File: src/hdl/aesc_pkg.sv
// Shared types, constants and AES round functions for the CBC encrypt core.
package aesc_pkg;

   localparam int BLOCK_BYTES = 16;

   // configuration register indexes
   localparam logic [1:0] CSR_KEY_HIGH = 2'd0;
   localparam logic [1:0] CSR_KEY_LOW  = 2'd1;
   localparam logic [1:0] CSR_IV_HIGH  = 2'd2;
   localparam logic [1:0] CSR_IV_LOW   = 2'd3;

   localparam logic [63:0] IV_HIGH_RESET = 64'h3132_3300_0000_0000;
   localparam logic [63:0] IV_LOW_RESET  = 64'h0;
   localparam logic [7:0]  FULL_PAD      = 8'h10;
   localparam logic [3:0]  LAST_ROUND    = 4'd10;

   // one block handed from the front to the engine
   typedef struct packed {
      logic [127:0] data;
      logic         final_blk;
   } job_type;

   localparam logic [7:0] SBOX [0:255] = '{
      8'h63,8'h7C,8'h77,8'h7B,8'hF2,8'h6B,8'h6F,8'hC5,8'h30,8'h01,8'h67,8'h2B,8'hFE,8'hD7,8'hAB,8'h76,
      8'hCA,8'h82,8'hC9,8'h7D,8'hFA,8'h59,8'h47,8'hF0,8'hAD,8'hD4,8'hA2,8'hAF,8'h9C,8'hA4,8'h72,8'hC0,
      8'hB7,8'hFD,8'h93,8'h26,8'h36,8'h3F,8'hF7,8'hCC,8'h34,8'hA5,8'hE5,8'hF1,8'h71,8'hD8,8'h31,8'h15,
      8'h04,8'hC7,8'h23,8'hC3,8'h18,8'h96,8'h05,8'h9A,8'h07,8'h12,8'h80,8'hE2,8'hEB,8'h27,8'hB2,8'h75,
      8'h09,8'h83,8'h2C,8'h1A,8'h1B,8'h6E,8'h5A,8'hA0,8'h52,8'h3B,8'hD6,8'hB3,8'h29,8'hE3,8'h2F,8'h84,
      8'h53,8'hD1,8'h00,8'hED,8'h20,8'hFC,8'hB1,8'h5B,8'h6A,8'hCB,8'hBE,8'h39,8'h4A,8'h4C,8'h58,8'hCF,
      8'hD0,8'hEF,8'hAA,8'hFB,8'h43,8'h4D,8'h33,8'h85,8'h45,8'hF9,8'h02,8'h7F,8'h50,8'h3C,8'h9F,8'hA8,
      8'h51,8'hA3,8'h40,8'h8F,8'h92,8'h9D,8'h38,8'hF5,8'hBC,8'hB6,8'hDA,8'h21,8'h10,8'hFF,8'hF3,8'hD2,
      8'hCD,8'h0C,8'h13,8'hEC,8'h5F,8'h97,8'h44,8'h17,8'hC4,8'hA7,8'h7E,8'h3D,8'h64,8'h5D,8'h19,8'h73,
      8'h60,8'h81,8'h4F,8'hDC,8'h22,8'h2A,8'h90,8'h88,8'h46,8'hEE,8'hB8,8'h14,8'hDE,8'h5E,8'h0B,8'hDB,
      8'hE0,8'h32,8'h3A,8'h0A,8'h49,8'h06,8'h24,8'h5C,8'hC2,8'hD3,8'hAC,8'h62,8'h91,8'h95,8'hE4,8'h79,
      8'hE7,8'hC8,8'h37,8'h6D,8'h8D,8'hD5,8'h4E,8'hA9,8'h6C,8'h56,8'hF4,8'hEA,8'h65,8'h7A,8'hAE,8'h08,
      8'hBA,8'h78,8'h25,8'h2E,8'h1C,8'hA6,8'hB4,8'hC6,8'hE8,8'hDD,8'h74,8'h1F,8'h4B,8'hBD,8'h8B,8'h8A,
      8'h70,8'h3E,8'hB5,8'h66,8'h48,8'h03,8'hF6,8'h0E,8'h61,8'h35,8'h57,8'hB9,8'h86,8'hC1,8'h1D,8'h9E,
      8'hE1,8'hF8,8'h98,8'h11,8'h69,8'hD9,8'h8E,8'h94,8'h9B,8'h1E,8'h87,8'hE9,8'hCE,8'h55,8'h28,8'hDF,
      8'h8C,8'hA1,8'h89,8'h0D,8'hBF,8'hE6,8'h42,8'h68,8'h41,8'h99,8'h2D,8'h0F,8'hB0,8'h54,8'hBB,8'h16
   };

   function automatic logic [7:0] xtime(input logic [7:0] b);
      return {b[6:0], 1'b0} ^ (b[7] ? 8'h1B : 8'h00);
   endfunction

   function automatic logic [7:0] rcon(input logic [3:0] rnd);
      logic [7:0] v;
      case (rnd)
         4'd1:    v = 8'h01;
         4'd2:    v = 8'h02;
         4'd3:    v = 8'h04;
         4'd4:    v = 8'h08;
         4'd5:    v = 8'h10;
         4'd6:    v = 8'h20;
         4'd7:    v = 8'h40;
         4'd8:    v = 8'h80;
         4'd9:    v = 8'h1B;
         4'd10:   v = 8'h36;
         default: v = 8'h00;
      endcase
      return v;
   endfunction

   // next round key from the current one
   function automatic logic [127:0] key_next(input logic [127:0] w, input logic [7:0] rc);
      logic [31:0] w3;
      logic [31:0] t;
      logic [31:0] n0;
      logic [31:0] n1;
      logic [31:0] n2;
      logic [31:0] n3;
      w3 = w[31:0];
      t  = {SBOX[w3[23:16]], SBOX[w3[15:8]], SBOX[w3[7:0]], SBOX[w3[31:24]]}
           ^ {rc, 24'h0};
      n0 = w[127:96] ^ t;
      n1 = w[95:64] ^ n0;
      n2 = w[63:32] ^ n1;
      n3 = w3 ^ n2;
      return {n0, n1, n2, n3};
   endfunction

   // SubBytes, ShiftRows, MixColumns (skipped on the last round), AddRoundKey;
   // byte i sits at bits [127-8i -: 8], column c row r is byte 4c+r
   function automatic logic [127:0] aes_round(input logic [127:0] s,
                                             input logic [127:0] rk,
                                             input logic last);
      logic [7:0]   t [16];
      logic [127:0] o;
      logic [7:0]   a0;
      logic [7:0]   a1;
      logic [7:0]   a2;
      logic [7:0]   a3;
      logic [7:0]   al;
      for (int c = 0; c < 4; c++) begin
         for (int r = 0; r < 4; r++) begin
            t[4*c+r] = SBOX[s[127-8*(4*((c+r)%4)+r) -: 8]];
         end
      end
      for (int c = 0; c < 4; c++) begin
         a0 = t[4*c];
         a1 = t[4*c+1];
         a2 = t[4*c+2];
         a3 = t[4*c+3];
         al = a0 ^ a1 ^ a2 ^ a3;
         if (last) begin
            o[127-32*c -: 32] = {a0, a1, a2, a3};
         end else begin
            o[127-32*c -: 32] = {a0 ^ al ^ xtime(a0 ^ a1), a1 ^ al ^ xtime(a1 ^ a2),
                                 a2 ^ al ^ xtime(a2 ^ a3), a3 ^ al ^ xtime(a3 ^ a0)};
         end
      end
      return o ^ rk;
   endfunction

endpackage

File: src/hdl/aesc_queue.sv
// Two-entry block queue between front end and cipher engine.
module aesc_queue (
   input  logic              clock,
   input  logic              reset,
   input  logic              push,
   input  aesc_pkg::job_type push_job,
   output logic              full,
   input  logic              pop,
   output logic              pop_valid,
   output aesc_pkg::job_type pop_job
);

   aesc_pkg::job_type slot_ff [2];
   logic       wr_ff, wr_in;
   logic       rd_ff, rd_in;
   logic [1:0] cnt_ff, cnt_in;
   logic       do_pop;

   assign full      = cnt_ff == 2'd2;
   assign pop_valid = cnt_ff != 2'd0;
   assign pop_job   = slot_ff[rd_ff];
   assign do_pop    = pop && pop_valid;

   always_comb begin
      wr_in  = push ? !wr_ff : wr_ff;
      rd_in  = do_pop ? !rd_ff : rd_ff;
      cnt_in = cnt_ff + {1'b0, push} - {1'b0, do_pop};
   end

   always_ff @(posedge clock) begin
      if (push) begin
         slot_ff[wr_ff] <= push_job;
      end
      if (reset) begin
         wr_ff  <= 1'b0;
         rd_ff  <= 1'b0;
         cnt_ff <= 2'd0;
      end else begin
         wr_ff  <= wr_in;
         rd_ff  <= rd_in;
         cnt_ff <= cnt_in;
      end
   end

endmodule

File: config.mk
export PLATFORM = sky130hd
export DESIGN_NAME = aesc_queue
export DESIGN_NICKNAME = d
export VERILOG_FILES = /design/src/hdl/aesc_pkg.sv /design/src/hdl/aesc_queue.sv
export SDC_FILE = /design/constraint.sdc
export NUM_CORES = 1
export LEC_CHECK = 0
export BUFFER_PORTS_ARGS = -buffer_cell sky130_fd_sc_hd__buf_2
export CORE_ASPECT_RATIO = 1.75
export CORE_MARGIN = 2
export CORE_UTILIZATION = 30
export CTS_CLUSTER_SIZE = 16
export DETAILED_ROUTE_END_ITERATION = 16
export HOLD_SLACK_MARGIN = 0.1
export SYNTH_ARGS = -nofsm -noshare
export SYNTH_HDL_FRONTEND = slang
export SYNTH_SLANG_ARGS = --single-unit
File: constraint.sdc
create_clock -name clock -period 7.6 [get_ports clock]
set_clock_uncertainty 0.15 [all_clocks]
set_input_delay 1.52 -clock clock [delete_from_list [all_inputs] [get_ports clock]]
set_output_delay 1.52 -clock clock [all_outputs]
set_load 0.01 [all_outputs]
== Word-level counts from Yosys, hierarchy flattened ==
Memories as Yosys holds them, arrays and structs flattened. A register that Yosys moved wholly into a read port is not among the register bits.
Cells that the tools add are included.

* Muxes and demuxes: 4
* Reduce and logical (&&, ||, !) cells: 4
* Equal/unequal tests: 1
* Add/subtract/negate cells: 2

{| class="wikitable"
|+ Operators with widths
! cell !! count
|-
| 1-bit 2-to-1 mux || 4
|-
| 2-bit by 1-bit adder with 2-bit output || 1
|-
| 2-bit equality test (second input constant) || 1
|-
| 1-bit zero test || 2
|-
| 2-bit nonzero test || 1
|-
| 2-bit by 1-bit subtractor with 2-bit output || 1
|-
| 1-bit logical AND || 1
|}

* Bits of input ports: 133
* Word-level logic and storage cells: 15
* Memory bits (writable): 258
* Register bits after elaboration: 4
* Memories: 1
* Output and inout bits: 131

{| class="wikitable"
|+ Memory list
! name !! words !! bits a word !! rd ports !! clocked after Yosys merged registers in !! write ports !! RTL line !! text
|-
| slot_ff || 2 || 129 || 1 || 1 || 1 || aesc_queue.sv:13 || <nowiki>aesc_pkg::job_type slot_ff [2];</nowiki>
|}

== Depth between registers and ports, before layout ==
Gate-level depths: netlist (run 1).

* Word-level depth: 4
* Mapped depth: 6
* Depth with buffers taken out: 6

== Worst setup path after synthesis (run 1) ==
Ideal clock, no wire load.

* Path type: input to register
* Start: input port push
* End: memory slot_ff[0][0] in the netlist's numbering (enable)
* Buffers on the path: 0
* Setup slack: -0.295 ns
* Arrival time: 7.111 ns
* Stages on the path: 1
* Library setup time: 0.634 ns
* Required time: 6.816 ns
* Path through: nor2b_1

* Cells in the longest elaborated chain, start to end: 2

{| class="wikitable"
|+ Ends and longest elaborated chain
! item !! RTL line !! text
|-
| from (decl) || aesc_queue.sv:5 || <nowiki>input logic push,</nowiki>
|-
| 1-bit 2-to-1 mux || aesc_queue.sv:31 || <nowiki>if (push) begin</nowiki>
|-
| 1-bit 2-to-1 mux (implied by the code) || aesc_queue.sv:32 || <nowiki>slot_ff[wr_ff] <= push_job;</nowiki>
|-
| to (decl) || aesc_queue.sv:13 ||
|}

Every way passes these cells.

==> results of run 1 <==
==> cells by family after synthesis <==
logic type	count (synthesis)	share of synthesized area, %
fa+ha+maj	2	0.261
compound gates	1	0.0783
mux	131	15.4
buf+inv	16	1.66
xor+xnor	2	0.326
simple gates	9	0.509
flops	263	81.8
==> layer usage <==
layer,vias up,track usage [%],part of all wire (%)
met4,6,5.72,3.7
met3,42,3.25,6.4
met2,169,22.8,57
li1,2245,-,-
met1,2425,10.4,32
met5,-,0,0.18
==> sequential cells by signal, indices dropped and copies added (netlist names), named ones only <==
register and count:
cnt_ff 2, rd_ff 1, slot_ff 258, wr_ff 1
==> where the power goes <==
| group | switching, mW | internal, mW | total, mW |
|---|---|---|---|
| logic | 0.317 | 0.325 | 0.643 |
| clock network | 0.507 | 0.667 | 1.17 |
| registers | 0.0585 | 1.70 | 1.76 |
| total | 0.882 | 2.69 | 3.58 |
==> critical path: stages (launching register included) <==
cell and delay (ps):
dfxtp_4 850, buf_4 650, mux2_2 430, buf_2 150
==> through the flow <==
step | instances | power, mW
after floorplan | 424 | 2.21
after global placement | 1074 | 2.44
after detailed placement | 1074 | 2.45
after CTS | 1117 | 3.64
after global routing | 1118 | 3.73
final | 1118 | 3.58
==> final cells by class <==
class                   instances  area share, %
repair buffers                268           11.3
diodes                          1         0.0207
clock buffers                  28           5.27
flip-flops and latches        263           65.0
well taps                     396           4.10
multi-input cells             145           13.2
inverters                       2         0.0621
clock inverters                15           1.06
==> how the worst max path moves through the flow <==
stage,start,endpoint,slack (ps),cells past startpoint
after CTS,flop,pop_job[47],3140,3
after floorplan,push,slot_ff[0][0]$_DFFE_PP_,2130,1
after global routing,flop,pop_job[110],3060,3
final,flop,pop_job[117],3230,3
after detailed placement,flop,pop_job[117],3710,3
after global placement,flop,pop_job[117],3770,3
==> synthesized netlist by cell type <==
cell      instances  area [um2]
xnor2_1           1        8.76
and2_1            1        6.26
nor2b_1           4        25.0
mux2_2          131        1480
nor2_1            3        11.3
edfxtp_1        258        7750
inv_1             2        7.51
o21a_1            1        7.51
ha_1              2        25.0
or2_2             1        6.26
buf_6            13         146
xnor3_1           1        22.5
buf_2             1        5.00
dfxtp_1           5         100
==> impl_metrics.json, run 1 <==
{
  "outcome": "finished clean",
  "path_clk_slew_ps": 60,
  "vdd_drop_max_v": 0.000178,
  "slew_viol_final": 0,
  "wirelength_um": 20400,
  "die_area_um2": 33500,
  "firstDrtPassIters": 4,
  "start_util_pct": 30.4,
  "postCtsSetupRepairBufs": 0,
  "cp_max_fo": 54,
  "min_path_type": "reg2reg",
  "endpoint_kind": "output pin",
  "drc": 0,
  "root_buffer": "clkbuf_16",
  "antenna_found_initial": 5,
  "dp_hpwl_um": 13600,
  "grt_pass1_vias": 5178,
  "rows": 86,
  "grt_pass1_wl_um": 29100,
  "cts_resized": 0,
  "cp-start-kind": "flop",
  "placedInstanceArea_um2": 11300,
  "holdPathEnd": "wr_ff$_SDFFE_PP0P_",
  "finish.utilization_pct": 38.3,
  "clk_latency_ps": 520,
  "fill_cells": 2944,
  "rr_endpoint": "slot_ff[1][86]$_DFFE_PP_",
  "drt-initial-drc-count": 159,
  "final_cell_area_um2": 12100,
  "worstSetupPathType": "reg2out",
  "post-route-period-util_pct": 57.5,
  "fin_tns_setup_ps": 0,
  "r2r_cells": 2,
  "die_w_um": 139,
  "hp-start": "wr_ff$_SDFFE_PP0P_",
  "cap_violations": 0,
  "ctsHoldBuffers": 0,
  "port_buffers": 263,
  "h-tree-depth": 1,
  "layout_commonest_cell": "buf_2",
  "max_freq_mhz": 229,
  "ios": 264,
  "yosysSeqAreaShare_pct": 81.8,
  "routabilityCongestion": 0.708,
  "num-nets-final": 839,
  "die_y_um": 241,
  "rsz0062_at_grt": "false",
  "grt-ovfl-total": 0,
  "synth.distinct_cells": 14,
  "ys.warnings.count": 0,
  "critPathArrivalTime_ps": 2700,
  "power.density_nw_per_um2": 296,
  "r2r-start": "wr_ff$_SDFFE_PP0P_",
  "seq_area_um2": 7850,
  "cts_buffers": 24,
  "grt_max_degree": 130,
  "area_growth_syn_to_layout_pct": 26.0,
  "vias": 4887,
  "core_area_um2": 31500,
  "final_cell_mix": "buf_2, edfxtp_1, mux2_2",
  "antenna_left": 0,
  "setup_ws_ps": 3230,
  "synth.avg_cell_area_um2": 22.6,
  "synth.net_count": 559,
  "r2r_slack_ps": 5420,
  "tightest_slew_ps": 807,
  "cts_tree": "yes",
  "synth-seq-cells": 263,
  "whs_path_depth": 2,
  "multiInputGateArea_um2": 1600,
  "drive_gt1_share_pct": 60.6,
  "routed_via_density": 4.37,
  "grt_use_total_pct": 11.5,
  "syn_area_um2": 9590,
  "cts_buffer_depth": 3,
  "fin_crit_ps": 4370,
  "timing.hold.ws_ps": 438,
  "synthCells": 424,
  "setup_viol": 0,
  "slew_headroom_pct": 46.2,
  "pre_cts_ws_ps": 3710,
  "clkSinkCount": 263,
  "wl_per_cell_um": 18.3,
  "p_leak_nw": 4.45,
  "finalHoldViolCount": 0,
  "cp_data_required_time_ps": 5930
}
No activity file was read; power rests on OpenSTA's default activity.
==> run 2, diff against run 1 <==
--- a/config.mk
+++ b/config.mk
@@ -5,6 +5,7 @@
 export SDC_FILE = /design/constraint.sdc
 export NUM_CORES = 1
 export LEC_CHECK = 0
+export ABC_AREA = 1
 export BUFFER_PORTS_ARGS = -buffer_cell sky130_fd_sc_hd__buf_2
 export CORE_ASPECT_RATIO = 1.75
 export CORE_MARGIN = 2
==> constraint.sdc (replaced) <==
create_clock -name clock -period 4.5 [get_ports clock]
set_clock_uncertainty 0.15 [all_clocks]
set_input_delay 0.9 -clock clock [delete_from_list [all_inputs] [get_ports clock]]
set_output_delay 0.9 -clock clock [all_outputs]
set_load 0.01 [all_outputs]
==> run 2 against run 1 <==
Compared with the run above:
- wire length up 0.83%
- worst setup slack worse by 1900 ps
- cell area up 0.24%
- hold slack worse by 76 ps
- critical path type unchanged
- highest routed layer unchanged
- synthesized cell count up 3.1%
- largest cell class unchanged
- combinational power up 60%
- critical endpoint is now pop_job[87]
- core utilization up 0.091 points
- sequential share of layout area down 0.15 points
- sequential power up 66%
- sequential cell count unchanged
- non-clock buffer count up 1
- final cell count up 1.5%
==> impl_metrics.json, run 2 <==
{
  "drc": 0,
  "grt-ovfl-total": 0,
  "postCtsSetupRepairBufs": 0,
  "wl_per_cell_um": 18.1,
  "synthArstFlopShare_pct": 0,
  "grt_busiest_layer": "met2",
  "drive_gt1_share_pct": 59.0,
  "fin_cells": 1135,
  "cts_buffers": 24,
  "post-place-cells": 1088,
  "cap_violations": 0,
  "path_depth": 3,
  "synthTopCellsByCount": "edfxtp_1, mux2_2, buf_6, nor2_1, inv_1",
  "grt_util_met1_pct": 10.3,
  "p_sw_share_pct": 24.2,
  "max_freq_mhz": 314,
  "largest_reg_flops": 258,
  "whs_path_depth": 2,
  "syn_area_um2": 9590,
  "cts_resized": 0,
  "regMostFlops": "slot_ff",
  "vias": 4945,
  "die_w_um": 139,
  "firstDrtPassIters": 6,
  "power_frac_clock_pct": 33.5,
  "total_power_mw": 5.95,
  "timing.hold.ws_ps": 362,
  "worstSetupPathType": "reg2out",
  "die_area_um2": 33500,
  "vdd_drop_max_v": 0.000397,
  "seqPwrFrac_pct": 49.1,
  "wirelength_um": 20600,
  "synth-seq-cells": 263,
  "die_y_um": 241,
  "yosysSeqAreaShare_pct": 81.8,
  "final_cell_mix": "buf_2, edfxtp_1, mux2_2",
  "grt_max_degree": 70,
  "routabilityCongestion": 0.806,
  "area_growth_syn_to_layout_pct": 26.3,
  "internal-power_mw": 4.51,
  "port_buffers": 263,
  "path_buf_inv": 2,
  "fin_crit_ps": 3190,
  "top_regs": "slot_ff: 258 flops, cnt_ff: 2 flops",
  "cp_top_family": "flip-flops",
  "layout_commonest_cell": "buf_2",
  "synth_area_leaders": "edfxtp_1, mux2_2, buf_6",
  "final_cell_area_um2": 12100,
  "critPathArrivalTime_ps": 2140,
  "yosys.cell_count.top_type": "edfxtp_1",
  "slew_headroom_pct": 36.0,
  "ios": 264,
  "root_buffer": "clkbuf_16",
  "power.density_nw_per_um2": 491,
  "pre_cts_ws_ps": 1820,
  "fin_tns_setup_ps": 0,
  "synth.distinct_cells": 12,
  "rows": 86,
  "synth_top_area_share_pct": 80.8,
  "cts_tree": "yes",
  "h-tree-depth": 1,
  "path_clk_slew_ps": 60,
  "antenna_left": 0,
  "cp_max_fo": 69,
  "endpoint_kind": "output pin",
  "cpMaxStageDelayCell": "dfxtp_4",
  "outcome": "finished clean",
  "multiInputGateArea_um2": 1570,
  "cp_data_required_time_ps": 3450,
  "rsz0062_at_grt": "false",
  "r2r_cells": 3,
  "grt_pass1_wl_um": 29100,
  "dp_hpwl_um": 14300,
  "min_path_type": "reg2reg",
  "synth-main-ff-cell": "edfxtp_1",
  "ys.warnings.count": 0,
  "grt_util_met3_pct": 3.01,
  "fill_cells": 2958,
  "power.net_switching_mw": 1.44,
  "antenna_found_initial": 4,
  "clk_latency_ps": 520,
  "cts_buffer_depth": 3,
  "clkSinkCount": 263,
  "synthCells": 437,
  "finish.utilization_pct": 38.4,
  "seq_area_um2": 7850,
  "use_met2_pct": 22.6,
  "tightest_slew_ps": 960,
  "post-route-period-util_pct": 70.8,
  "start_util_pct": 30.4,
  "drt-initial-drc-count": 137,
  "core_area_um2": 31500,
  "power_frac_comb_pct": 17.4,
  "finalHoldViolCount": 0,
  "synth_edf_count": 258,
  "placedInstanceArea_um2": 11300,
  "cp-start-kind": "flop",
  "p_leak_nw": 4.48,
  "yosysTopAreaCell": "edfxtp_1",
  "grt_pass1_vias": 5191,
  "slew_viol_final": 0,
  "num-nets-final": 853,
  "synth.net_count": 572,
  "ctsHoldBuffers": 0,
  "routed_via_density": 4.36,
  "setup_ws_ps": 1310,
  "grt_use_total_pct": 11.6,
  "cpPeakStageDelay_ps": 600,
  "synth.avg_cell_area_um2": 21.9,
  "crit_chain": "buf_12, mux2_2, buf_2",
  "setup_viol": 0
}
==> run 2: cell count changes in the layout (fill, tap and decap cells not counted), sizes merged, moves of 2 or more <==
cell / previous run / this run
nand3: 0 / 2
nand2: 0 / 6
diode: 1 / 3
nor2: 3 / 10
clkinv: 12 / 8
clkbuf: 28 / 33
inv: 2 / 9
mux2: 131 / 129
nor2b: 4 / 0
==> run 2: per-layer routing <==
layer / routed length [um] / vias up
met5: 13 / -
met4: 1030 / 2
met3: 1260 / 56
met2: 11900 / 191
met1: 6420 / 2419
li1: - / 2277
==> run 2: final timing paths <==
check	start	to	slack, ps
worst max-delay path	flop	pop_job[87]	1310
worst min-delay path	rd_ff$_SDFFE_PP0P_	rd_ff$_SDFFE_PP0P_	360
worst max register to register	wr_ff$_SDFFE_PP0P_	slot_ff[1][26]$_DFFE_PP_	2620
worst min register to register	rd_ff$_SDFFE_PP0P_	rd_ff$_SDFFE_PP0P_	360
==> run 2: cell families (layout without fill, tap and decap cells) <==
logic type / after synthesis / count (layout) / share of synthesized area (%)
muxes: 129 / 129 / 15.1
other: 0 / 3 / 0
adders and majority gates: 2 / 2 / 0.261
buffers and inverters: 23 / 322 / 1.93
DFF: 263 / 263 / 81.8
AOI/OAI and AO/OA: 1 / 1 / 0.0521
and+or+nand+nor: 19 / 19 / 0.783
==> run 2: worst reg2reg max path, stage by stage, from the launching register on <==
cell and delay (ps):
dfxtp_1 390, nand2_1 110, inv_4 400, buf_4 490
==> run 2: final cells by class <==
type | instances | area share (%)
antenna | 3 | 0.0620
sequential | 263 | 64.8
timing repair buffer | 269 | 11.4
clock inverter | 11 | 0.878
inverter | 9 | 0.300
clock buffer | 33 | 5.49
tap | 396 | 4.09
multi-input combinational | 151 | 12.9
==> run 2: power by group through the flow <==
stage	clock network [mW]	registers [mW]	logic, mW
finish	1.99	2.92	1.03
global route	2.15	2.93	1.12
CTS	2.07	2.92	1.06
detailed placement	0	2.98	1.06
global placement	0	2.97	1.05
floorplan	0	2.93	0.721
==> run 3, diff against run 2 <==
==> constraint.sdc (replaced) <==
create_clock -name clock -period 2.89 [get_ports clock]
set_clock_uncertainty 0.15 [all_clocks]
set_input_delay 0.578 -clock clock [delete_from_list [all_inputs] [get_ports clock]]
set_output_delay 0.578 -clock clock [all_outputs]
set_load 0.01 [all_outputs]
==> run 3 against run 2 <==
Compared with the run above:
- via count increased by 11%
- sequential share of layout area shrank 6.8 points
- count of clock-buffer cells in the layout unchanged
- worst setup slack got worse by 990 ps
- hold slack lost 150 ps
- register-to-register slack got worse by 1400 ps
- first-iteration DRC count rose by 25%
- sequential cell count unchanged
- sequential power increased by 54%
- critical path depth is the same
- cell area up 12%
- core utilization up 4.5 points
- critical path type unchanged
- highest routed layer is now met4
==> impl_metrics.json, run 3 (synthesis gave the netlist of run 2 again) <==
{
  "timing.hold.ws_ps": 214,
  "hp-start": "pop",
  "root_buffer": "clkbuf_16",
  "cts_buffers": 25,
  "post-place-cells": 1090,
  "die_w_um": 139,
  "finalHoldViolCount": 0,
  "tightest_slew_ps": 516,
  "worstSetupPathType": "reg2out",
  "slew_viol_final": 0,
  "rsz0062_at_grt": "false",
  "power.density_nw_per_um2": 710,
  "cp_data_required_time_ps": 2160,
  "num-nets-final": 986,
  "grt_pass1_wl_um": 30700,
  "die_area_um2": 33500,
  "top_regs": "slot_ff: 258 flops, cnt_ff: 2 flops",
  "finish.utilization_pct": 42.9,
  "ios": 264,
  "routed_via_density": 4.34,
  "grt_max_degree": 83,
  "vias": 5470,
  "fin_cells": 1260,
  "drt-initial-drc-count": 171,
  "fill_cells": 2812,
  "final_cell_mix": "buf_2, edfxtp_1, dlygate4sd3_1",
  "grt-ovfl-total": 0,
  "start_util_pct": 30.4,
  "largest_reg_flops": 258,
  "wirelength_um": 21000,
  "p_leak_nw": 5.06,
  "cap_violations": 0,
  "grt_use_total_pct": 11.7,
  "max_freq_mhz": 390,
  "wl_per_cell_um": 16.7,
  "area_growth_syn_to_layout_pct": 41.0,
  "path_clk_slew_ps": 60,
  "post-route-period-util_pct": 88.8,
  "h-tree-depth": 1,
  "drc": 0,
  "cts_buffer_depth": 3,
  "drive_gt1_share_pct": 50.5,
  "cp_max_fo": 75,
  "diodes": 0,
  "fin_crit_ps": 2570,
  "seq_area_um2": 7850,
  "endpoint_kind": "output pin",
  "rows": 86,
  "setup_viol": 0,
  "r2r-start": "wr_ff$_SDFFE_PP0P_",
  "clk_latency_ps": 530,
  "die_y_um": 241,
  "port_buffers": 263,
  "grt_pass1_vias": 5814,
  "fin_tns_setup_ps": 0,
  "core_area_um2": 31500,
  "slew_headroom_pct": 65.6,
  "critPathArrivalTime_ps": 1840,
  "vdd_drop_max_v": 0.000588,
  "multiInputGateArea_um2": 1580,
  "regMostFlops": "slot_ff",
  "antenna_found_initial": 0,
  "firstDrtPassIters": 4,
  "layout_commonest_cell": "buf_2",
  "routabilityCongestion": 0.742,
  "outcome": "finished clean",
  "cp-start-kind": "flop",
  "dp_hpwl_um": 13300,
  "min_path_type": "in2reg",
  "antenna_left": 0,
  "cts_tree": "yes",
  "clkSinkCount": 263
}
-- run 3: routing by layer --
layer / wire [um] / GRT usage (%) / vias to the layer above / share of wire [%]
met3: 930 / 1.81 / 54 / 4.4
met2: 11700 / 22.9 / 174 / 56
met5: 0 / 0 / - / 0
li1: - / - / 2544 / -
met4: 966 / 6.49 / 0 / 4.6
met1: 7360 / 11.8 / 2698 / 35
-- run 3: final timing paths --
path | endpoint | slack, ps | depth (start not counted)
max | pop_job[38] | 320 | 3
min | flop | 210 | 4
max reg2reg | slot_ff[1][21]$_DFFE_PP_ | 1180 | 3
min reg2reg | flop | 360 | 2
-- run 3: cell type report --
class / count / area share (%)
flip-flops and latches: 263 / 58.1
clock buffers: 33 / 4.85
repair buffers: 401 / 20.4
inverters: 9 / 0.370
clock inverters: 7 / 1.01
multi-input cells: 151 / 11.7
well taps: 396 / 3.66
-- run 3: per-stage QoR --
| stage | cell area, um2 | setup slack [ps] | power, mW |
|---|---|---|---|
| 2_1_floorplan | 9630 | -179 | 5.69 |
| 4_1_cts | 13500 | 269 | 9.76 |
| 5_1_grt | 13500 | 254 | 10.0 |
| 3_3_place_gp | 11400 | 789 | 6.31 |
| 6_report | 13500 | 324 | 9.60 |
| 3_5_place_dp | 11400 | 788 | 6.33 |
-- run 3: where the power goes --
| part | leakage (nW) | switching, mW | total, mW | internal (mW) |
|---|---|---|---|---|
| sequential | 2.46 | 0.0570 | 4.49 | 4.43 |
| combinational | 2.21 | 0.940 | 1.87 | 0.932 |
| clock | 0.380 | 1.31 | 3.24 | 1.93 |
| total | 5.06 | 2.30 | 9.60 | 7.30 |
-- run 3: critical path, cell delays in order, from the launching register on --
cell and delay [ps]:
dfxtp_4 370, buf_12 340, mux2_2 400, buf_2 140
-- run 3: repair_timing --
| action | CTS | global route |
|---|---|---|
| endpoints found under the setup margin | 0 | 0 |
| endpoints found under the hold margin | 260 | 0 |
| hold buffers | 130 | 0 |
| setup buffers | 0 | 0 |
| gates resized for setup | 0 | 0 |
