==> config.mk <==
export PLATFORM = sky130hd
export DESIGN_NAME = aesc_front
export DESIGN_NICKNAME = d
export VERILOG_FILES = /design/src/hdl/aesc_pkg.sv /design/src/hdl/aesc_front.sv
export SDC_FILE = /design/constraint.sdc
export NUM_CORES = 1
export LEC_CHECK = 0
export BUFFER_PORTS_ARGS = -buffer_cell sky130_fd_sc_hd__buf_2
export CAP_MARGIN = 15
export CELL_PAD_IN_SITES_DETAIL_PLACEMENT = 1
export CELL_PAD_IN_SITES_GLOBAL_PLACEMENT = 2
export CORE_AREA = 8 8 142 177
export CTS_CLUSTER_DIAMETER = 100
export DETAILED_ROUTE_END_ITERATION = 10
export DIE_AREA = 0 0 150 185
export HOLD_SLACK_MARGIN = 0.02
export PLACE_DENSITY_LB_ADDON = 0.08
export SLEW_MARGIN = 20
export SYNTH_ARGS = -nofsm -noshare
export SYNTH_HDL_FRONTEND = slang
export SYNTH_SLANG_ARGS = --single-unit
==> constraint.sdc <==
create_clock -name clock -period 8.6 [get_ports clock]
set_clock_uncertainty 0.1 [all_clocks]
set_input_delay 1.72 -clock clock [delete_from_list [all_inputs] [get_ports clock]]
set_output_delay 1.72 -clock clock [all_outputs]
set_load 0.005 [all_outputs]
==> src/hdl/aesc_pkg.sv <==
// Shared types, constants and AES round functions for the CBC encrypt core.
package aesc_pkg;

   localparam int BLOCK_BYTES = 16;

   // configuration register indexes
   localparam logic [1:0] CSR_KEY_HIGH = 2'd0;
   localparam logic [1:0] CSR_KEY_LOW  = 2'd1;
   localparam logic [1:0] CSR_IV_HIGH  = 2'd2;
   localparam logic [1:0] CSR_IV_LOW   = 2'd3;

   localparam logic [63:0] IV_HIGH_RESET = 64'h3132_3300_0000_0000;
   localparam logic [63:0] IV_LOW_RESET  = 64'h0;
   localparam logic [7:0]  FULL_PAD      = 8'h10;
   localparam logic [3:0]  LAST_ROUND    = 4'd10;

   // one block handed from the front to the engine
   typedef struct packed {
      logic [127:0] data;
      logic         final_blk;
   } job_type;

   localparam logic [7:0] SBOX [0:255] = '{
      8'h63,8'h7C,8'h77,8'h7B,8'hF2,8'h6B,8'h6F,8'hC5,8'h30,8'h01,8'h67,8'h2B,8'hFE,8'hD7,8'hAB,8'h76,
      8'hCA,8'h82,8'hC9,8'h7D,8'hFA,8'h59,8'h47,8'hF0,8'hAD,8'hD4,8'hA2,8'hAF,8'h9C,8'hA4,8'h72,8'hC0,
      8'hB7,8'hFD,8'h93,8'h26,8'h36,8'h3F,8'hF7,8'hCC,8'h34,8'hA5,8'hE5,8'hF1,8'h71,8'hD8,8'h31,8'h15,
      8'h04,8'hC7,8'h23,8'hC3,8'h18,8'h96,8'h05,8'h9A,8'h07,8'h12,8'h80,8'hE2,8'hEB,8'h27,8'hB2,8'h75,
      8'h09,8'h83,8'h2C,8'h1A,8'h1B,8'h6E,8'h5A,8'hA0,8'h52,8'h3B,8'hD6,8'hB3,8'h29,8'hE3,8'h2F,8'h84,
      8'h53,8'hD1,8'h00,8'hED,8'h20,8'hFC,8'hB1,8'h5B,8'h6A,8'hCB,8'hBE,8'h39,8'h4A,8'h4C,8'h58,8'hCF,
      8'hD0,8'hEF,8'hAA,8'hFB,8'h43,8'h4D,8'h33,8'h85,8'h45,8'hF9,8'h02,8'h7F,8'h50,8'h3C,8'h9F,8'hA8,
      8'h51,8'hA3,8'h40,8'h8F,8'h92,8'h9D,8'h38,8'hF5,8'hBC,8'hB6,8'hDA,8'h21,8'h10,8'hFF,8'hF3,8'hD2,
      8'hCD,8'h0C,8'h13,8'hEC,8'h5F,8'h97,8'h44,8'h17,8'hC4,8'hA7,8'h7E,8'h3D,8'h64,8'h5D,8'h19,8'h73,
      8'h60,8'h81,8'h4F,8'hDC,8'h22,8'h2A,8'h90,8'h88,8'h46,8'hEE,8'hB8,8'h14,8'hDE,8'h5E,8'h0B,8'hDB,
      8'hE0,8'h32,8'h3A,8'h0A,8'h49,8'h06,8'h24,8'h5C,8'hC2,8'hD3,8'hAC,8'h62,8'h91,8'h95,8'hE4,8'h79,
      8'hE7,8'hC8,8'h37,8'h6D,8'h8D,8'hD5,8'h4E,8'hA9,8'h6C,8'h56,8'hF4,8'hEA,8'h65,8'h7A,8'hAE,8'h08,
      8'hBA,8'h78,8'h25,8'h2E,8'h1C,8'hA6,8'hB4,8'hC6,8'hE8,8'hDD,8'h74,8'h1F,8'h4B,8'hBD,8'h8B,8'h8A,
      8'h70,8'h3E,8'hB5,8'h66,8'h48,8'h03,8'hF6,8'h0E,8'h61,8'h35,8'h57,8'hB9,8'h86,8'hC1,8'h1D,8'h9E,
      8'hE1,8'hF8,8'h98,8'h11,8'h69,8'hD9,8'h8E,8'h94,8'h9B,8'h1E,8'h87,8'hE9,8'hCE,8'h55,8'h28,8'hDF,
      8'h8C,8'hA1,8'h89,8'h0D,8'hBF,8'hE6,8'h42,8'h68,8'h41,8'h99,8'h2D,8'h0F,8'hB0,8'h54,8'hBB,8'h16
   };

   function automatic logic [7:0] xtime(input logic [7:0] b);
      return {b[6:0], 1'b0} ^ (b[7] ? 8'h1B : 8'h00);
   endfunction

   function automatic logic [7:0] rcon(input logic [3:0] rnd);
      logic [7:0] v;
      case (rnd)
         4'd1:    v = 8'h01;
         4'd2:    v = 8'h02;
         4'd3:    v = 8'h04;
         4'd4:    v = 8'h08;
         4'd5:    v = 8'h10;
         4'd6:    v = 8'h20;
         4'd7:    v = 8'h40;
         4'd8:    v = 8'h80;
         4'd9:    v = 8'h1B;
         4'd10:   v = 8'h36;
         default: v = 8'h00;
      endcase
      return v;
   endfunction

   // next round key from the current one
   function automatic logic [127:0] key_next(input logic [127:0] w, input logic [7:0] rc);
      logic [31:0] w3;
      logic [31:0] t;
      logic [31:0] n0;
      logic [31:0] n1;
      logic [31:0] n2;
      logic [31:0] n3;
      w3 = w[31:0];
      t  = {SBOX[w3[23:16]], SBOX[w3[15:8]], SBOX[w3[7:0]], SBOX[w3[31:24]]}
           ^ {rc, 24'h0};
      n0 = w[127:96] ^ t;
      n1 = w[95:64] ^ n0;
      n2 = w[63:32] ^ n1;
      n3 = w3 ^ n2;
      return {n0, n1, n2, n3};
   endfunction

   // SubBytes, ShiftRows, MixColumns (skipped on the last round), AddRoundKey;
   // byte i sits at bits [127-8i -: 8], column c row r is byte 4c+r
   function automatic logic [127:0] aes_round(input logic [127:0] s,
                                             input logic [127:0] rk,
                                             input logic last);
      logic [7:0]   t [16];
      logic [127:0] o;
      logic [7:0]   a0;
      logic [7:0]   a1;
      logic [7:0]   a2;
      logic [7:0]   a3;
      logic [7:0]   al;
      for (int c = 0; c < 4; c++) begin
         for (int r = 0; r < 4; r++) begin
            t[4*c+r] = SBOX[s[127-8*(4*((c+r)%4)+r) -: 8]];
         end
      end
      for (int c = 0; c < 4; c++) begin
         a0 = t[4*c];
         a1 = t[4*c+1];
         a2 = t[4*c+2];
         a3 = t[4*c+3];
         al = a0 ^ a1 ^ a2 ^ a3;
         if (last) begin
            o[127-32*c -: 32] = {a0, a1, a2, a3};
         end else begin
            o[127-32*c -: 32] = {a0 ^ al ^ xtime(a0 ^ a1), a1 ^ al ^ xtime(a1 ^ a2),
                                 a2 ^ al ^ xtime(a2 ^ a3), a3 ^ al ^ xtime(a3 ^ a0)};
         end
      end
      return o ^ rk;
   endfunction

endpackage

==> src/hdl/aesc_front.sv <==
// Byte gathering and PKCS#7 padding front end.
module aesc_front (
   input  logic              clock,
   input  logic              reset,
   input  logic              req_tvalid,
   output logic              req_tready,
   input  logic [7:0]        req_tdata,
   input  logic              req_tuser,
   input  logic              req_tlast,
   output logic              push,
   output aesc_pkg::job_type push_job,
   input  logic              queue_full
);

   logic [7:0] buf_ff [aesc_pkg::BLOCK_BYTES];
   logic [7:0] buf_in [aesc_pkg::BLOCK_BYTES];
   logic [3:0] fill_ff, fill_in;
   logic       pend_ff, pend_in;
   logic       take;
   logic [4:0] held;
   logic [7:0] pad;
   logic [127:0] raw, padded;

   assign req_tready = !pend_ff && !queue_full;
   assign take       = req_tvalid && req_tready;

   always_comb begin
      buf_in = buf_ff;
      if (take && req_tuser) begin
         buf_in[fill_ff] = req_tdata;
      end
      held = {1'b0, fill_ff} + {4'd0, req_tuser};
      pad  = 8'd16 - {3'd0, held};
      for (int i = 0; i < aesc_pkg::BLOCK_BYTES; i++) begin
         raw[127-8*i -: 8]    = buf_in[i];
         padded[127-8*i -: 8] = (5'(i) < held) ? buf_in[i] : pad;
      end
   end

   always_comb begin
      push     = 1'b0;
      push_job = '{data: raw, final_blk: 1'b0};
      fill_in  = fill_ff;
      pend_in  = pend_ff;
      if (pend_ff) begin
         // full pad block after a block that ended exactly at the mark
         push_job = '{data: {16{aesc_pkg::FULL_PAD}}, final_blk: 1'b1};
         if (!queue_full) begin
            push    = 1'b1;
            pend_in = 1'b0;
         end
      end else if (take) begin
         if (held == 5'd16) begin
            push    = 1'b1;
            fill_in = 4'd0;
            pend_in = req_tlast;
         end else if (req_tlast) begin
            push     = 1'b1;
            push_job = '{data: padded, final_blk: 1'b1};
            fill_in  = 4'd0;
         end else begin
            fill_in = held[3:0];
         end
      end
   end

   always_ff @(posedge clock) begin
      buf_ff <= buf_in;
      if (reset) begin
         fill_ff <= 4'd0;
         pend_ff <= 1'b0;
      end else begin
         fill_ff <= fill_in;
         pend_ff <= pend_in;
      end
   end

endmodule

## After elaboration in Yosys (flattened, before gate mapping)

Cells that the tools add are included.

- Register bits: 133
- Word-level logic and storage cells: 83

- Add/subtract/negate cells: 2
- $lt $le $gt $ge: 18
- Eq/ne operators: 1
- Muxes and demuxes: 35
- Bitwise operators: 2
- Reduce and logical (&&, ||, !) cells: 7

Operators by type and width:

| kind | count |
|---|---|
| 129-bit two-way mux | 4 |
| 8-bit two-way mux | 17 |
| 128-bit bitwise mux | 1 |
| 128-bit two-way mux | 1 |
| 4-bit by 5-bit < comparator with 1-bit output, first input constant | 8 |
| 8-bit demux with 4-bit select | 1 |
| 3-bit by 5-bit < comparator with 1-bit output, first input constant | 4 |
| 1-bit by 5-bit < comparator with 1-bit output, first input constant | 2 |
| 2-bit by 5-bit < comparator with 1-bit output, first input constant | 2 |
| 1-bit two-way mux | 9 |
| 4-bit two-way mux | 2 |
| 5-bit by 5-bit subtractor with 6-bit output, first input constant | 1 |
| 4-bit by 1-bit adder with 5-bit output | 1 |
| 5-bit equality test, second input constant | 1 |
| 5-bit greater-or-equal comparator, second input constant | 1 |
| 5-bit by 1-bit < comparator with 1-bit output, second input constant | 1 |
| 4-bit inverter with 5-bit output | 1 |
| 1-bit logical AND | 4 |
| 1-bit logical NOT | 2 |
| 2-bit AND reduction | 1 |
| 1-bit inverter | 1 |

## Depth between registers and ports, before layout

Gate-level depths: netlist of run 1.

- Depth after elaboration: 12
- Mapped depth: 10
- Gate-level depth less buffers: 8

## Worst setup path before layout of run 1

No wires, ideal clock.

- Path kind: input to output
- Start: in req_tuser
- End: out push_job[123] in the netlist's numbering
- Arrival: 3634 ps
- Required time: 6780 ps
- Path slack: 3146 ps
- Stages: 10
- Cell sequence: ha_1 > clkbuf_1 > inv_2 > ha_1 > nand2_1 > o21ai_0 > nor3b_1 > a21oi_1 > clkbuf_1 > a2bb2oi_1

RTL lines:

| item | line | RTL |
|---|---|---|
| from (decl) | aesc_front.sv:8 | `input logic req_tuser,` |
| to (decl) | aesc_front.sv:11 | `output aesc_pkg::job_type push_job,` |

==> reports/qor.yml, run 1 <==
clock_network:
  numCtsBuffers: 17
  clk_latency_ns: 0.42
  cts.clk_slew.worst_paths_ns: 0.07
  cts_max_level: 4
  cts_buffer_depth: 2
  root_buffer: "clkbuf_16"
  post_cts_buffers: 0
  clkSinkCount: 133
  post_cts_resized: 0
  hold_buffers: 0
  cts_tree: "yes"
synthesis:
  yosys_warnings: 0
  synth_fa_ha_area_share_pct: 0.553
  synth_top_family_by_area: "multiplexers"
  syn_inst: 679
  syn_area_per_cell_um2: 9.99
  yosys.area_share.xor_xnor_pct: 0.903
  synthSimpleGateAreaFrac_pct: 18.2
  ys_seq_area_share_pct: 39.2
  synthMuxAreaShare_pct: 23.3
  ys_ff_latch: 133
  synth_nets: 696
  syn_area_mm2: 0.00679
  synth-edff-count: 0
  synth_flop_cell: "dfxtp_1"
  yosysUniqueCellTypes: 68
  synth_async_sr_flop_share_pct: 0
  synth_compound_area_share_pct: 13.1
finish:
  nFillCells: 2626
  final_common_cell: "buf_2"
  drive_gt1_share_pct: 43.1
  antenna_cells: 0
  final_cell_mix: "144 x buf_2, 131 x dfxtp_1, 110 x mux2_2"
  layout.nets: 816
  area_growth_pct: 21.6
  final_area_mm2: 0.00825
hold_path:
  hp-start: "buf_ff[52]"
  hold_path_class: "flop to flop"
  min_delay_path_depth: 2
floorplanning:
  coreArea_mm2: 0.0225
  die_h_um: 185
  io_pins: 145
  initial_core_util_pct: 30.2
  fp.dieW_um: 150
  rows: 62
  die_area_mm2: 0.0278
job:
  drv_cap: 0
critical_path:
  cp.required_ns: 6.78
  critPathLaunchType: "primary input"
  critPathTopFamily: "compound AO/OA/AOI/OAI gates"
  critPathBufInv: 2
  slowest_delay_ns: 0.76
  crit_path_max_fanout: 24
  reg2regPathDepth: 8
  critPathSlowestCell: "a21oi_2"
  r2r_start: "fill_ff[0]"
  critPathArrivalTime_ns: 5.13
  crit_cells: 10
  end_kind: "output pin"
  worstSetupStartpoint: "req_tuser"
  crit_chain: "buf_2, ha_1, xnor2_1, ha_1, nand2_1, o21ai_0, nor3b_1, a21oi_2, a21boi_0, buf_2"
  criticalPathCategory: "primary input to output pin"
detailed_routing:
  drt-initial-drc-count: 283
  wirelength_um: 25100
  wl_per_cell_um: 22.8
  ant_nets: 0
  drc: 0
  first_pass_iters: 4
  via_per_inst: 5.14
  vias: 5649
placement:
  place_congestion: 0.819
  pre_cts_slack_ns: 1.73
  numPortBuffers: 144
  dp_hpwl_um: 17900
  postPlaceCellArea_mm2: 0.00767
pwr:
  p_leak_nw: 3.95
  power_density_mw_per_mm2: 182
  ir_drop_mv: 0.133
timing:
  whs_ns: 0.355
  maxSlewHeadroom_pct: 29.7
  worstMarginPinSlew_ns: 1.05
  max_freq_mhz: 144
  slew_violations: 0
  finalSetupTns_ns: 0
  hold_violations: 0
  rsz0062_at_grt: "false"
  min_period_ns: 6.95
  fin_crit_sh_pct: 80.8
  postLayoutSetupSlackWorst_ns: 1.65
  setup_violations: 0
global_routing:
  grt_overflow_total: 0
  grt_util_all_layers_pct: 18.4
  antenna_found_initial: 0
  first_global_vias: 6127
  grt_pass1_wl_um: 38400
  grt_max_degree: 43
status:
  outcome: "completed"
where the power goes:
group	total, mW	internal, mW	leakage, nW	switching [mW]
Sequential	0.639	0.634	1.08	0.00511
Clock	0.711	0.406	0.271	0.305
Combinational	0.155	0.0621	2.60	0.0931
stage by stage:
| stage | util (%) | cells | total power, mW |
|---|---|---|---|
| floorplan | - | 679 | 0.736 |
| global placement | 34.1 | 1068 | 0.807 |
| detailed placement | 34.1 | 1068 | 0.811 |
| CTS | 36.7 | 1100 | 1.52 |
| global route | 36.7 | 1100 | 1.57 |
| finish | 36.7 | 1100 | 1.50 |
cell type report:
cell class | instances | area (µm²) | area share (%)
inverters | 15 | 56.3 | 0.682
multi-input cells | 480 | 3820 | 46.3
flip-flops and latches | 133 | 2670 | 32.3
clock buffers | 18 | 429 | 5.20
repair buffers | 152 | 781 | 9.46
clock inverters | 14 | 144 | 1.74
well taps | 288 | 360 | 4.37
registers in the layout (all words and copies together), names as in the netlist:
| name | count |
|---|---|
| fill_ff | 4 |
| buf_ff | 128 |
| pend_ff | 1 |
cells in the mapped netlist, types with 3 or more instances:
cell	count	area, µm²
a211oi_1	12	90.1
a211oi_2	3	37.5
a21o_1	5	37.5
a21oi_1	28	140
a2bb2oi_1	4	35.0
a31oi_1	3	18.8
and2_1	11	68.8
and3_1	25	156
buf_2	14	70.1
buf_4	7	52.6
buf_6	4	45.0
clkbuf_1	25	93.8
dfxtp_1	133	2660
ha_1	3	37.5
inv_1	13	48.8
mux2_2	110	1240
mux2_4	10	150
mux2i_1	19	190
nand2_1	30	113
nand2b_1	10	62.6
nand3_1	11	55.1
nand4_1	3	18.8
nor2_1	52	195
nor2_2	3	18.8
nor2b_1	18	113
nor3_1	8	40.0
nor3b_1	5	37.5
nor4_4	3	63.8
nor4b_4	3	71.3
o211ai_1	5	37.5
o21a_1	8	60.1
o21ai_0	20	100
o21ba_2	7	70.1
o2bb2ai_1	3	26.3
o31ai_1	7	52.6
or2_2	7	43.8
xnor2_1	5	43.8
metal layers:
| layer | share of wire (%) | track usage [%] | vias up | wire (µm) |
|---|---|---|---|---|
| li1 | - | - | 2652 | - |
| met1 | 44 | 22.8 | 2853 | 11000 |
| met2 | 50 | 31.5 | 125 | 12400 |
| met3 | 4.7 | 3.62 | 19 | 1180 |
| met4 | 1.8 | 5.77 | 0 | 440 |
| met5 | 0 | 0 | - | 0 |
worst register-to-register path: stages, from the launching register on:
cell and delay, ns:
dfxtp_1 0.94, ha_1 0.88, xnor2_1 0.25, ha_1 0.34, nand2_1 0.12, nor2_1 0.10, or2_2 0.31, or4_1 0.40
a21oi_1 0.16
kinds of logic after synthesis:
logic type      Yosys count
compound gates          124
xor+xnor                  7
fa+ha+maj                 3
buf+inv                  66
flops                   133
mux                     139
simple gates            207
worst paths after layout:
path | to | slack, ns
hold reg to reg | buf_ff[52] | 0.36
setup reg to reg | fill_ff[2] | 4.96
hold / removal | buf_ff[52] | 0.36
setup / recovery | push_job[99] | 1.65
Note: power is estimated with default switching activity, not from simulation.
==> inputs of run 2 (changes only) <==
ABC_AREA = 1   (was not set)
CORE_AREA = 8 8 155 194   (was 8 8 142 177)
DIE_AREA = 0 0 163 202   (was 0 0 150 185)
clock period = 6.9 ns   (was 8.6 ns; I/O delays follow)
==> run 2 against run 1 <==
Net effect:
- power grew 49%
- non-clock buffer count shrank 2
- design area grew 9.5%
- flip-flop and latch count is the same
- count of clock-buffer cells in the layout grew 4
- global-route usage grew 0.33 points
- worst hold slack lost 0.0095 ns
- critical endpoint is now push_job[93]
- largest power group unchanged
==> reports/qor.yml, run 2 <==
clock_network:
  cts.clk_slew.worst_paths_ns: 0.06
  hold_buffers: 0
  root_buffer: "clkbuf_16"
  cts_max_level: 4
  post_cts_buffers: 0
  clkSinkCount: 133
  clk_latency_ns: 0.42
  cts_buffer_depth: 2
  cts_tree: "yes"
  numCtsBuffers: 17
  post_cts_resized: 0
detailed_routing:
  wl_per_cell_um: 16.9
  wl_met1_um: 13500
  drt-initial-drc-count: 306
  ant_nets: 0
  via_per_inst: 4.40
  top_layer: "met4"
  drc: 0
  first_pass_iters: 4
  wirelength_um: 30000
  vias: 7815
  met2_length_um: 14800
  routed-wl-met3_um: 1020
finish:
  final_cell_mix: "535 x nand2_1, 249 x inv_1, 144 x buf_2"
  regMostFlops: "buf_ff"
  final_common_cell: "nand2_1"
  layout.nets: 1432
  reg_top3: "buf_ff: 128 flops, fill_ff: 4 flops, pend_ff: 1 flops"
  final_cells: 1778
  largest_reg_flops: 128
  antenna_cells: 0
  nFillCells: 3666
  area_growth_pct: 21.3
  drive_gt1_share_pct: 15.1
critical_path:
  cp.required_ns: 5.42
  end_kind: "output pin"
  rr_endpoint: "buf_ff[104]"
  r2r_slack_ns: 4.40
  critPathArrivalTime_ns: 3.67
  r2r_start: "fill_ff[1]"
  endpoint: "push_job[93]"
  worstSetupStartpoint: "req_tuser"
  criticalPathCategory: "primary input to output pin"
  reg2regPathDepth: 7
  crit_path_max_fanout: 14
  critPathLaunchType: "primary input"
hold_path:
  hp-start: "buf_ff[75]"
  min_delay_path_depth: 2
  hold_path_class: "flop to flop"
synthesis:
  ys_ff_latch: 133
  syn_inst: 1285
  yosysMostFrequentCell: "nand2_1"
  synthTopCellsByCount: "535 x nand2_1, 249 x inv_1, 133 x dfxtp_1, 94 x nor2_1, 66 x o21ai_0"
  synth_flop_cell: "dfxtp_1"
  synth_nets: 1302
  synth.area.top_cells: "dfxtp_1 36%, nand2_1 27%, inv_1 13%"
  syn_area_mm2: 0.00745
  synth_top_cell_by_area: "dfxtp_1"
  syn_area_per_cell_um2: 5.80
  ys_seq_area_share_pct: 35.7
  synth_async_sr_flop_share_pct: 0
  synth-edff-count: 0
  yosys_warnings: 0
  yosysUniqueCellTypes: 28
  yosysTopAreaCellShare_pct: 35.7
global_routing:
  first_global_vias: 8184
  antenna_found_initial: 0
  grt_max_degree: 47
  grt_overflow_total: 0
  grt_pass1_wl_um: 47500
  grt_util_all_layers_pct: 18.8
pwr:
  comb_power_share_pct: 21.4
  p_switching_uw: 695
  p_leak_nw: 5.18
  clkPwrFrac_pct: 40.1
  ir_drop_mv: 0.170
  p_int_mw: 1.54
  power_mw: 2.24
  power_density_mw_per_mm2: 248
  swShare_pct: 31.0
  sequentialPowerShare_pct: 38.4
placement:
  numPortBuffers: 144
  dp_cells: 1746
  dp_hpwl_um: 22800
  place_congestion: 0.811
timing:
  worstMarginPinSlew_ns: 1.03
  whs_ns: 0.346
  max_freq_mhz: 194
  hold_violations: 0
  min_period_ns: 5.15
  finalSetupTns_ns: 0
  setup_violations: 0
  maxSlewHeadroom_pct: 31.1
  rsz0062_at_grt: "false"
  fin_crit_sh_pct: 74.6
  slew_violations: 0
floorplanning:
  rows: 68
  coreArea_mm2: 0.0271
  io_pins: 145
  fp.dieW_um: 163
  die_h_um: 202
  die_area_mm2: 0.0329
  initial_core_util_pct: 27.5
status:
  outcome: "completed"
job:
  drv_cap: 0
==> run 2: cell types whose count changed after synthesis, moves of 12 or more <==
cell and delta:
nand2_1 +505, mux2_2 -110, o21ai_0 +46, o21ai_1 +48, nor2b_1 -18, a211oi_1 -12
inv_1 +236, mux2i_1 -19, and3_1 -25, nor2_1 +42, nand3_1 +41
==> run 2: worst min-delay path by stage <==
stage | endpoint
finish | buf_ff[75]
global placement | buf_ff[108]
detailed placement | buf_ff[75]
floorplan | buf_ff[120]
global route | buf_ff[75]
CTS | buf_ff[75]
==> run 2: final cells by class <==
cell class | count | area [µm²] | area share, %
multi-input combinational | 855 | 3630 | 40.2
sequential | 133 | 2660 | 29.5
inverter | 258 | 968 | 10.7
timing repair buffer | 150 | 766 | 8.47
clock buffer | 22 | 474 | 5.25
tap | 350 | 438 | 4.85
clock inverter | 10 | 97.6 | 1.08
==> run 2: critical path: stages <==
cell and delay [ns]:
buf_2 0.14, ha_1 0.29, inv_1 0.08, nand2_1 0.07
nand2_1 0.14, ha_1 0.24, inv_1 0.07, nor2_1 0.07
o21ai_2 0.79, nand2_1 0.21, buf_2 0.19
==> run 2: power groups by stage <==
stage / registers, mW / logic, mW / clock network (mW)
floorplan: 0.874 / 0.303 / 0
global placement: 0.876 / 0.484 / 0
detailed placement: 0.878 / 0.492 / 0
CTS: 0.861 / 0.495 / 0.925
global route: 0.868 / 0.565 / 0.959
finish: 0.861 / 0.480 / 0.899
==> run 2: metal layers <==
| layer | vias to the layer above | track usage (%) |
|---|---|---|
| met5 | - | 0 |
| met4 | 0 | 6.04 |
| met3 | 33 | 3.54 |
| met2 | 121 | 32.9 |
| met1 | 3599 | 22.5 |
| li1 | 4062 | - |
==> run 2: kinds of logic (layout without fill, tap and decap cells) <==
family / after synthesis / count (layout) / synth area share (%)
and+or+nand+nor: 717 / 717 / 39.0
buffers and inverters: 297 / 440 / 15.5
AOI/OAI and AO/OA: 135 / 135 / 9.19
DFF: 133 / 133 / 35.7
adders and majority gates: 3 / 3 / 0.504
==> run 2: per-stage QoR <==
| stage | cell area, µm² | utilization (%) | setup WS, ns |
|---|---|---|---|
| final | 9040 | 33.4 | 1.75 |
| after CTS | 9040 | 33.4 | 1.69 |
| after global routing | 9040 | 33.4 | 1.47 |
| after global placement | 8460 | 31.3 | 1.77 |
| after detailed placement | 8460 | 31.3 | 1.70 |
| after floorplan | 7450 | - | 2.69 |
==> inputs of run 3 (changes only) <==
CORE_AREA = 8 8 161 201   (was 8 8 155 194)
DIE_AREA = 0 0 169 209   (was 0 0 163 202)
clock period = 4.6 ns   (was 6.9 ns; I/O delays follow)
==> run 3 against run 2 <==
Net effect:
- clock power grew 59%
- non-clock buffer count is 11 higher
- setup slack lost 1.4 ns
- register-to-register slack got worse by 2.2 ns
- critical path depth did not move
- final cell count increased by 3.1%
- wire length rose by 2.7%
- first-iteration DRC count up 8.5%
- via count is 1.4% higher
- critical endpoint is now push_job[66]
- utilization is 1.7 points lower
- largest cell class unchanged
- sequential power rose by 50%
- worst hold slack gained 0.0026 ns
==> reports/qor.yml, run 3 (synthesis results as in run 2) <==
detailed_routing:
  ant_nets: 0
  via_per_inst: 4.32
  wl_per_cell_um: 16.8
  vias: 7928
  first_pass_iters: 4
  wirelength_um: 30800
  drt-initial-drc-count: 332
  drc: 0
finish:
  fin_util_pct: 31.7
  regMostFlops: "buf_ff"
  drive_gt1_share_pct: 15.5
  final_area_mm2: 0.00922
  nFillCells: 3893
  final_common_cell: "nand2_1"
  largest_reg_flops: 128
  layout.nets: 1443
  reg_top3: "buf_ff: 128 flops, fill_ff: 4 flops, pend_ff: 1 flops"
  antenna_cells: 0
  final_cell_mix: "535 x nand2_1, 249 x inv_1, 144 x buf_2"
  area_growth_pct: 23.7
clock_network:
  cts.clk_slew.worst_paths_ns: 0.06
  post_cts_buffers: 0
  post_cts_resized: 0
  cts_tree: "yes"
  cts_buffer_depth: 2
  root_buffer: "clkbuf_16"
  hold_buffers: 0
  clk_latency_ns: 0.42
  clkSinkCount: 133
  numCtsBuffers: 17
  cts_max_level: 4
critical_path:
  end_kind: "output pin"
  endpoint: "push_job[66]"
  crit_path_max_fanout: 9
  critPathLaunchType: "primary input"
  worstSetupStartpoint: "req_tuser"
  r2r_start: "fill_ff[0]"
  cp.required_ns: 3.58
  r2r_slack_ns: 2.23
  criticalPathCategory: "primary input to output pin"
  critPathArrivalTime_ns: 3.21
  rr_endpoint: "pend_ff"
  reg2regPathDepth: 10
timing:
  maxSlewHeadroom_pct: 60.4
  slew_violations: 0
  max_freq_mhz: 237
  fin_crit_sh_pct: 91.9
  min_period_ns: 4.23
  finalSetupTns_ns: 0
  setup_violations: 0
  rsz0062_at_grt: "false"
  worstMarginPinSlew_ns: 0.592
  hold_violations: 0
floorplanning:
  initial_core_util_pct: 25.6
  die_h_um: 209
  die_area_mm2: 0.0353
  rows: 70
  coreArea_mm2: 0.0291
  fp.dieW_um: 169
  io_pins: 145
pwr:
  power_density_mw_per_mm2: 374
  p_leak_nw: 5.26
  ir_drop_mv: 0.212
global_routing:
  met2_usage_pct: 31.7
  grt_pass1_wl_um: 47600
  grt_util_all_layers_pct: 17.7
  met1_usage_pct: 21.3
  first_global_vias: 8072
  grtUsageMet3_pct: 3.23
  top_usage_layer: "met2"
  grt_overflow_total: 0
  antenna_found_initial: 0
  grt_max_degree: 39
job:
  drv_cap: 0
placement:
  numPortBuffers: 144
  place_congestion: 0.813
  dp_hpwl_um: 23600
  postPlaceCellArea_mm2: 0.00862
hold_path:
  hold_path_class: "flop to flop"
status:
  outcome: "completed"
[run 3: cell count changes in the layout (fill, tap and decap cells not counted), sizes merged]
cell / previous run / this run
bufinv: 1 / 3
buf: 150 / 161
clkinvlp: 3 / 0
inv: 260 / 258
clkbuf: 22 / 24
[run 3: layout make-up]
cell class | count | area [µm²] | share of cell area [%]
clock inverters | 7 | 121 | 1.32
repair buffers | 161 | 861 | 9.34
multi-input cells | 855 | 3630 | 39.4
flip-flops and latches | 133 | 2660 | 28.9
inverters | 258 | 968 | 10.5
well taps | 396 | 495 | 5.37
clock buffers | 24 | 482 | 5.22
[run 3: worst min path at each step]
| stage | slack (ns) | from | to | cells past startpoint |
|---|---|---|---|---|
| after global routing | 0.37 | buf_ff[74] | buf_ff[74] | 2 |
| final | 0.35 | buf_ff[75] | buf_ff[75] | 2 |
| after CTS | 0.35 | buf_ff[79] | buf_ff[79] | 2 |
| after floorplan | 0.31 | buf_ff[120] | buf_ff[120] | 2 |
| after global placement | 0.33 | buf_ff[74] | buf_ff[74] | 2 |
| after detailed placement | 0.34 | buf_ff[79] | buf_ff[79] | 2 |
[run 3: layer usage]
layer | share of wire [%] | vias up
met4 | 1.2 | 0
met3 | 4.6 | 20
met1 | 45 | 3696
li1 | - | 4079
met5 | 0 | -
met2 | 50 | 133
[run 3: worst max-delay path, stage by stage]
cell,delay [ns]
buf_2,0.14
ha_1,0.28
inv_1,0.08
nand2_1,0.07
nand2_1,0.15
ha_1,0.68
inv_1,0.18
nand3_1,0.15
nand2_1,0.12
a21oi_1,0.26
buf_2,0.17
[run 3: where the power goes]
part,switching (mW),total [mW],internal [mW]
Clock,0.535,1.43,0.895
Sequential,0.0267,1.29,1.27
Combinational,0.457,0.724,0.267
Total,1.02,3.45,2.43
[run 3: per-stage QoR]
stage | power, mW | setup slack [ns] | hold WS, ns | instances
floorplan | 1.77 | 1.31 | 0.309 | 1285
CTS | 3.52 | 0.293 | 0.353 | 1834
detailed placement | 2.06 | 0.300 | 0.337 | 1803
finish | 3.45 | 0.375 | 0.349 | 1834
global placement | 2.04 | 0.380 | 0.328 | 1803
global route | 3.66 | 0.159 | 0.369 | 1834
